$ cat src/hw/rtl/mtua_pkg.sv
// Types and constants for the multi-type unit allocator.
// No dependencies.
package mtua_pkg;

   localparam int NUM_TYPES_DEF        = 8;
   localparam int MAX_UNITS_DEF        = 15;
   localparam int MAX_REQUIREMENTS_DEF = 16;

   localparam int RT_W      = 3;
   localparam int QTY_W     = 4;
   localparam int FI_W      = 4;
   localparam int CSR_IDX_W = 3;
   localparam int CSR_W     = 4;

   typedef enum logic {
      OP_ACQUIRE = 1'b0,
      OP_RELEASE = 1'b1
   } opcode_type;

   typedef enum logic {
      ST_GRANTED = 1'b0,
      ST_FAILED  = 1'b1
   } status_type;

   typedef struct packed {
      opcode_type        opcode;
      logic [RT_W-1:0]   resource_type;
      logic [QTY_W-1:0]  quantity;
      logic              last_of_request;
   } req_type;

   typedef struct packed {
      status_type        status;
      logic [FI_W-1:0]   failed_index;
   } rsp_type;

endpackage

$ cat src/hw/rtl/multi_type_unit_allocator_core.sv
// Multi-type unit allocator: all-or-nothing grants over per-type unit pools.
// An accepted item is registered in stg_req_ff/stg_valid_ff; rsp_valid and the
// result beat are registered from it in rsp_valid_ff and rsp_ff.
// Throughput: one item per cycle; busy stays low, one pass through the
// per-type compare/subtract lanes between the input and result registers.
// Reset (synchronous, active high) clears unit counts, free counts, takes
// and the request state. The receiver cannot stall.
module multi_type_unit_allocator_core #(
   parameter int NUM_TYPES        = mtua_pkg::NUM_TYPES_DEF,
   parameter int MAX_UNITS        = mtua_pkg::MAX_UNITS_DEF,
   parameter int MAX_REQUIREMENTS = mtua_pkg::MAX_REQUIREMENTS_DEF
) (
   input  logic                                clock,
   input  logic                                reset,
   input  logic                                start,
   output logic                                busy,
   input  mtua_pkg::req_type                   req_data,
   output logic                                rsp_valid,
   output mtua_pkg::rsp_type                   rsp_data,
   input  logic                                csr_we,
   input  logic [mtua_pkg::CSR_IDX_W-1:0]      csr_index,
   input  logic [mtua_pkg::CSR_W-1:0]          csr_wdata
);
   import mtua_pkg::*;

   localparam int CNT_W = $clog2(MAX_UNITS + 1);
   localparam int EXT_W = ((CNT_W > QTY_W) ? CNT_W : QTY_W) + 1;
   localparam int POS_W = (MAX_REQUIREMENTS > 1) ? $clog2(MAX_REQUIREMENTS) : 1;
   localparam logic [EXT_W-1:0] MAX_UNITS_EXT = EXT_W'(MAX_UNITS);
   localparam logic [POS_W-1:0] POS_LIMIT     = POS_W'(MAX_REQUIREMENTS - 1);

   logic                   stg_valid_ff;
   req_type                stg_req_ff;

   logic [CNT_W-1:0]       units_ff [NUM_TYPES];
   logic [CNT_W-1:0]       free_ff  [NUM_TYPES];
   logic [CNT_W-1:0]       tent_ff  [NUM_TYPES];
   logic [CNT_W-1:0]       units_in [NUM_TYPES];
   logic [CNT_W-1:0]       free_in  [NUM_TYPES];
   logic [CNT_W-1:0]       tent_in  [NUM_TYPES];

   logic                   failed_ff, failed_in;
   logic [POS_W-1:0]       pos_ff, pos_in;
   logic [POS_W-1:0]       first_ff, first_in;

   logic                   rsp_valid_ff, rsp_valid_in;
   rsp_type                rsp_ff, rsp_in;

   logic [NUM_TYPES-1:0]   sel;
   logic [NUM_TYPES-1:0]   over;
   logic                   is_acq, is_rel, shortfall, fail_now, end_req;
   logic [EXT_W-1:0]       qty_ext, cfg_ext;
   logic [CNT_W-1:0]       cfg_val;
   logic [FI_W+POS_W-1:0]  fi_ext;

   assign busy = 1'b0;

   assign qty_ext = EXT_W'(stg_req_ff.quantity);
   assign cfg_ext = EXT_W'(csr_wdata);
   assign cfg_val = (cfg_ext > MAX_UNITS_EXT) ? CNT_W'(MAX_UNITS) : CNT_W'(csr_wdata);

   assign is_acq = stg_valid_ff && (stg_req_ff.opcode == OP_ACQUIRE);
   assign is_rel = stg_valid_ff && (stg_req_ff.opcode == OP_RELEASE);

   always_comb begin
      for (int i = 0; i < NUM_TYPES; i++) begin
         sel[i]  = (stg_req_ff.resource_type == RT_W'(i));
         over[i] = qty_ext > EXT_W'(free_ff[i]);
      end
   end

   assign shortfall = is_acq && !failed_ff &&
                      ((|(sel & over)) || (!(|sel) && (stg_req_ff.quantity != '0)));
   assign fail_now  = failed_ff || shortfall;
   assign end_req   = is_acq && stg_req_ff.last_of_request;

   // per-type lanes
   always_comb begin
      logic [EXT_W-1:0] sum;
      for (int i = 0; i < NUM_TYPES; i++) begin
         sum         = '0;
         units_in[i] = units_ff[i];
         free_in[i]  = free_ff[i];
         tent_in[i]  = tent_ff[i];
         if (is_rel && sel[i]) begin
            sum = EXT_W'(free_ff[i]) + qty_ext;
            free_in[i] = (sum > EXT_W'(units_ff[i])) ? units_ff[i] : CNT_W'(sum);
         end
         if (is_acq && !failed_ff && sel[i] && !over[i] && (stg_req_ff.quantity != '0)) begin
            sum = EXT_W'(free_ff[i]) - qty_ext;
            free_in[i] = CNT_W'(sum);
            sum = EXT_W'(tent_ff[i]) + qty_ext;
            tent_in[i] = (sum > MAX_UNITS_EXT) ? CNT_W'(MAX_UNITS) : CNT_W'(sum);
         end
         if (end_req) begin
            if (fail_now) begin
               sum = EXT_W'(free_in[i]) + EXT_W'(tent_in[i]);
               free_in[i] = (sum > EXT_W'(units_ff[i])) ? units_ff[i] : CNT_W'(sum);
            end
            tent_in[i] = '0;
         end
         if (csr_we && (csr_index == CSR_IDX_W'(i))) begin
            units_in[i] = cfg_val;
            free_in[i]  = cfg_val;
            tent_in[i]  = '0;
         end
      end
   end

   // request tracking
   always_comb begin
      failed_in = failed_ff;
      pos_in    = pos_ff;
      first_in  = first_ff;
      if (is_acq) begin
         if (shortfall) begin
            failed_in = 1'b1;
            first_in  = pos_ff;
         end
         if (pos_ff < POS_LIMIT) begin
            pos_in = pos_ff + POS_W'(1);
         end
         if (stg_req_ff.last_of_request) begin
            failed_in = 1'b0;
            pos_in    = '0;
            first_in  = '0;
         end
      end
   end

   assign fi_ext = {{FI_W{1'b0}}, (failed_ff ? first_ff : pos_ff)};

   always_comb begin
      rsp_valid_in        = end_req;
      rsp_in.status       = fail_now ? ST_FAILED : ST_GRANTED;
      rsp_in.failed_index = fail_now ? fi_ext[FI_W-1:0] : '0;
   end

   always_ff @(posedge clock) begin
      if (reset) begin
         stg_valid_ff <= 1'b0;
         rsp_valid_ff <= 1'b0;
         failed_ff    <= 1'b0;
         pos_ff       <= '0;
         first_ff     <= '0;
         for (int i = 0; i < NUM_TYPES; i++) begin
            units_ff[i] <= '0;
            free_ff[i]  <= '0;
            tent_ff[i]  <= '0;
         end
      end else begin
         stg_valid_ff <= start && !busy;
         rsp_valid_ff <= rsp_valid_in;
         failed_ff    <= failed_in;
         pos_ff       <= pos_in;
         first_ff     <= first_in;
         for (int i = 0; i < NUM_TYPES; i++) begin
            units_ff[i] <= units_in[i];
            free_ff[i]  <= free_in[i];
            tent_ff[i]  <= tent_in[i];
         end
      end
   end

   always_ff @(posedge clock) begin
      if (start && !busy) begin
         stg_req_ff <= req_data;
      end
      rsp_ff <= rsp_in;
   end

   assign rsp_valid = rsp_valid_ff;
   assign rsp_data  = rsp_ff;

endmodule

$ cat config.mk
export PLATFORM = sky130hd
export DESIGN_NAME = multi_type_unit_allocator_core
export DESIGN_NICKNAME = d
export VERILOG_FILES = /design/src/hw/rtl/mtua_pkg.sv /design/src/hw/rtl/multi_type_unit_allocator_core.sv
export SDC_FILE = /design/constraint.sdc
export NUM_CORES = 1
export LEC_CHECK = 0
export BUFFER_PORTS_ARGS = -buffer_cell sky130_fd_sc_hd__clkbuf_2
export CAP_MARGIN = 25
export CELL_PAD_IN_SITES_DETAIL_PLACEMENT = 0
export CELL_PAD_IN_SITES_GLOBAL_PLACEMENT = 1
export CORE_UTILIZATION = 40
export DETAILED_ROUTE_END_ITERATION = 12
export GPL_TIMING_DRIVEN = 1
export PLACE_DENSITY = 0.66
export SLEW_MARGIN = 20
export SYNTH_ARGS = -nofsm -noshare
export SYNTH_HDL_FRONTEND = slang
export SYNTH_SLANG_ARGS = --single-unit
$ cat constraint.sdc
create_clock -name clock -period 13.5 [get_ports clock]
set_input_delay 1.35 -clock clock [delete_from_list [all_inputs] [get_ports clock]]
set_output_delay 1.35 -clock clock [all_outputs]
set_load 0.02 [all_outputs]
# ---- After elaboration in Yosys (flattened, before gate mapping)
# Memory sizes are Yosys's and may differ from the RTL's.
# Index checks and enable logic that the tools add are counted.
dict set report totals {
  mem_count 3
  output_inout_bits 7
  regBits 25
  input_bits 20
  ramBits 96
  word_cells 320
}
dict set report op_classes {
  muxes 132
  n_reduce_logical 67
  eq_ne 14
  n_addsub 33
  n_lt_le_gt_ge 34
  bitwise 26
}
# name words width rd rd_ports_with_merged_regs write_ports line
set memory_table {}
lappend memory_table {free_ff 8 4 8 0 8 multi_type_unit_allocator_core.sv:36} ;# logic [CNT_W-1:0] free_ff [NUM_TYPES];
lappend memory_table {tent_ff 8 4 8 0 8 multi_type_unit_allocator_core.sv:37} ;# logic [CNT_W-1:0] tent_ff [NUM_TYPES];
lappend memory_table {units_ff 8 4 8 0 8 multi_type_unit_allocator_core.sv:35} ;# logic [CNT_W-1:0] units_ff [NUM_TYPES];
# cell n
set ops {}
lappend ops {{$mux 4} 126}
lappend ops {{$add 4x4->5} 24}
lappend ops {{$gt 5x4->1} 16}
lappend ops {{$logic_and 1x1->1} 46}
lappend ops {{$gt 5x4->1 const B} 8}
lappend ops {{$gt 4x4->1} 8}
lappend ops {{$sub 4x4->4} 8}
lappend ops {{$eq 3x3->1 const B} 8}
lappend ops {{$or 1x1->1} 24}
lappend ops {{$reduce_or 8->1} 2}
lappend ops {{$eq 3x2->1 const B} 4}
lappend ops {{$logic_not 1->1} 10}
lappend ops {{$and 8x8->8} 1}
lappend ops {{$eq 3x1->1 const B} 2}
lappend ops {{$logic_not 3->1} 2}
lappend ops {{$mux 1} 6}
lappend ops {{$add 4x1->4 const B} 1}
lappend ops {{$gt 4x4->1 const B} 1}
lappend ops {{$lt 4x4->1 const B} 1}
lappend ops {{$reduce_and 2->1} 2}
lappend ops {{$reduce_bool 2->1} 2}
lappend ops {{$reduce_bool 4->1} 1}
lappend ops {{$logic_or 1x1->1} 2}
lappend ops {{$not 1->1} 1}

# ---- Longest topological paths before layout
dict set report depth {
  depth_word 14
  ltp_mapped 25
  depth_no_buf 24
}

# ---- Least setup slack after synthesis
# Ideal clock, no wire load.
dict set report synth_path {
  kind {register -> register}
  startpoint {register stg_req_ff (netlist bit qty_ext[1])}
  endpoint {memory free_ff[0][15] (netlist bit)}
  path_stages_with_launch 22
  setup_slack_ns 7.081
  synth_period_minus_slack_ns 6.419
  t_arrival_ns 6.288
  t_required_ns 13.369
  path_buffers 0
  setup_time_ns 0.131
  cell_sequence {edfxtp_1 > inv_1 > ha_1 > nor2b_1 > o31ai_1 > xor2_1 > ha_1 > a21oi_1 > a21oi_1 > or2_2 > and2_1 > o31ai_1 > ha_1 > a21o_1 > a21oi_1 > xnor2_1 > ha_1 > and4_1 > o21ai_0 > mux2_2 > o21ai_0 > o22ai_1}
}
# item line
set synth_lines {}
lappend synth_lines {{from (decl)} multi_type_unit_allocator_core.sv:33} ;# req_type stg_req_ff;
lappend synth_lines {{from (signal assigned)} multi_type_unit_allocator_core.sv:167} ;# stg_req_ff <= req_data;
lappend synth_lines {{to (decl)} multi_type_unit_allocator_core.sv:36}

==> flow_metrics.tcl <==
set metrics [dict create \
    status "finished, final reports clean" \
    cpMostUsedCell "ha_1" \
    yosysTopAreaCellShare 0.2021 \
    synth_top_area_cell "ha_1" \
    p_clk_frac 0.408 \
    hp-class "reg -> reg" \
    cp_num_cells 22 \
    maxSlewViolCount 0 \
    critical_path_class "reg -> reg" \
    syn_to_final_growth_pct 8.840 \
    p_total_mw 1.194 \
    ff2ff_path_depth 22 \
    min_from "pos_ff[2]$_SDFFE_PP0P_" \
    final_area_um2 13000 \
    ctsHoldBuffers 0 \
    cts_buffer_depth 2 \
    num_rows 62 \
    slew_headroom 0.4188 \
    ant_nets 0 \
    grt_pass1_vias 9831 \
    grt_max_degree 65 \
    critPathSlowestCell "ha_1" \
    power_switching_mw 0.4005 \
    path_cells "buf_4, inv_1, ha_1, nand2b_1, o31ai_1, xor2_1, ha_1, a21oi_1, a21oi_1, or2_2, and2_1, o31ai_1, ha_1, a21o_1, a21oi_1, xnor2_1, ha_1, and4_1, o21ai_0, mux2_2, o21ai_0, o22ai_1" \
    dpl_cell_area_um2 12370 \
    crit_path_start_kind "flop" \
    skew_ps 13.41 \
    initial_core_util 0.4118 \
    cp-endpoint "free_ff[0][15]$_SDFF_PP0_" \
    p_seq_frac 0.322 \
    synth-edff-count 9 \
    worst_ep_required_time_ps 13790 \
    final_cell_mix "ha_1 (193), nand2_1 (145), a21oi_1 (115), dfxtp_1 (112), inv_1 (110)" \
    seq_area_frac_synth 0.2103 \
    dr_total_vias 10040 \
    antenna_found_initial 0 \
    finalSetupTns_ps 0 \
    fmax_mhz 162.4 \
    grt_setup_unrepaired "no" \
    worst_slew_pin_slew_ps 870.5 \
    drt_pass1_iterations 6 \
    syn_area_per_cell_um2 8.233 \
    num_io_pins 27 \
    synthArstFlopShare 0 \
    place_congestion 0.8424 \
    clk_pin_slew_ps 60 \
    startpoint "qty_ext[2]$_DFFE_PP_" \
    nNetsFinal 1694 \
    dieArea_um2 30560 \
    power.density_nw_per_um2 91.81 \
    cp_max_fo 18 \
    fin_hold_ws_ps 470.6 \
    grt_pass1_wl_um 53360 \
    comb_power_share 0.270 \
    p_leak_nw 5.929 \
    fillers 2920 \
    cts_tree "done" \
    r2r-start "qty_ext[2]$_DFFE_PP_" \
    clockRootBuffer "clkbuf_16" \
    overflow 0 \
    arrival_ps 6450 \
    hpwl_um 24480 \
    crit_family "compound AO/OA/AOI/OAI gates" \
    portBuffers 25 \
    intPower_mw 0.7933 \
    drc_errors 0 \
    path_buf_inv 2 \
    slowest_delay_ps 520 \
    yosysWarnings 0 \
    drive_above_1_share 0.07182 \
    finalSetupViolations 0 \
    clkSinkCount 121 \
    final_common_cell "ha_1" \
    r2r_slack_ps 7340 \
    swShare 0.3355 \
    viasPerCell 5.438 \
    htreeDepth 4 \
    drtIter0Drc 509 \
    timing.final.crit_share 0.4562 \
    clock_latency_ps 440 \
    ys.flop_type "dfxtp_1" \
    cts_resized 0 \
    core_area_um2 29010 \
    numCtsBuffers 17 \
    wire_per_inst_um 17.84 \
    synth.distinct_cells 77 \
    syn_inst 1451 \
    synth_seq_cells 121 \
    die_y_um 174.8 \
    max_cap_viol_count 0 \
    insertedDiodeCount 0 \
    syn_nets 1696 \
    die_x_um 174.8 \
    yosys-top-cells-area "ha_1 (20%), dfxtp_1 (19%), fa_1 (5.4%)" \
    netlist_area_um2 11950 \
    hold_viol_final 0 \
    critPathCaptureType "flop" \
    r2r_end "free_ff[0][15]$_SDFF_PP0_" \
    post_cts_buffers 0 \
    ir_worst_vdd_uv 79.53 \
    period_minus_slack_ps 6158 \
    grt_use_total 0.2237 \
    routed_wl_um 32930 \
]
==> layout make-up <==
type	count	area [um2]	share of cell area
Timing Repair Buffer	32	177.7	0.01366
Sequential cell	121	2512	0.1932
Tap cell	384	480.5	0.03695
Inverter	111	416.7	0.03204
Clock inverter	13	157.7	0.01212
Multi-Input combinational cell	1166	8793	0.6763
Clock buffer	19	464.2	0.03570
==> state kept, by name (all words and copies together) (netlist names) <==
signal	cells
qty_ext	4
rsp_data	5
rsp_valid	1
tent_ff	32
first_ff	4
units_ff	32
free_ff	32
pos_ff	4
failed_ff	1
stg_valid_ff	1
stg_req_ff	5
==> metal layers <==
layer	wire length (um)	share of wire	vias up	GRT usage
met5	0	0	-	0
met4	727	0.022	0	0.06703
met3	1050	0.032	36	0.03372
met2	14810	0.45	139	0.3664
met1	16340	0.50	4724	0.3022
li1	-	-	5139	-
==> worst min-delay path by stage <==
stage	slack, ps	end	cells after the start
after floorplan	440	rsp_data[2]$_SDFF_PP0_	1
after global placement	460	units_ff[0][7]$_SDFFE_PP0P_	2
after detailed placement	460	rsp_data[2]$_SDFF_PP0_	1
after CTS	480	units_ff[0][1]$_SDFFE_PP0P_	2
after global routing	500	units_ff[0][1]$_SDFFE_PP0P_	2
final	470	rsp_data[2]$_SDFF_PP0_	1
==> power groups by stage <==
stage                     Clock [mW]  Sequential [mW]  Combinational, mW
after global placement             0            0.392              0.318
after CTS                      0.496            0.384              0.323
after global routing           0.512            0.386              0.363
after floorplan                    0            0.392              0.242
final                          0.487            0.384              0.322
after detailed placement           0            0.392              0.320
==> metrics by stage <==
stage               utilization  cells  worst slack, ps
floorplan                     -   1451             7081
global route             0.4482   1846             6822
CTS                      0.4479   1846             7324
detailed placement       0.4265   1814             7371
finish                   0.4482   1846             7342
global placement         0.4265   1814             7499
==> synthesized netlist by cell type, types with 10 or more instances <==
library cell and number:
nand2_1 145, mux2i_1 20, nor2b_1 55, a21o_1 50, mux2_2 16, nor3_1 23
xnor2_1 42, nor2_1 100, nand2b_1 16, inv_1 111, a211oi_1 10, o21a_1 17
fa_1 32, o211ai_1 14, clkbuf_1 38, o21ai_1 41, nand3_1 34, nand4_1 11
o21ai_0 36, a31oi_1 10, buf_2 11, o21bai_1 12, a21oi_1 115, xor2_1 23
ha_1 193, dfxtp_1 112
==> cell families after synthesis <==
kind of cell / after synthesis / synth area share
AOI/OAI and AO/OA: 389 / 0.2130
xor gates and xnor gates: 65 / 0.04765
adders and majority gates: 225 / 0.2558
buffers and inverters: 164 / 0.05488
DFF: 121 / 0.2103
muxes: 38 / 0.03404
other: 1 / 0.0003139
and+or+nand+nor: 448 / 0.1840
Power figures use the tool's default switching activity.
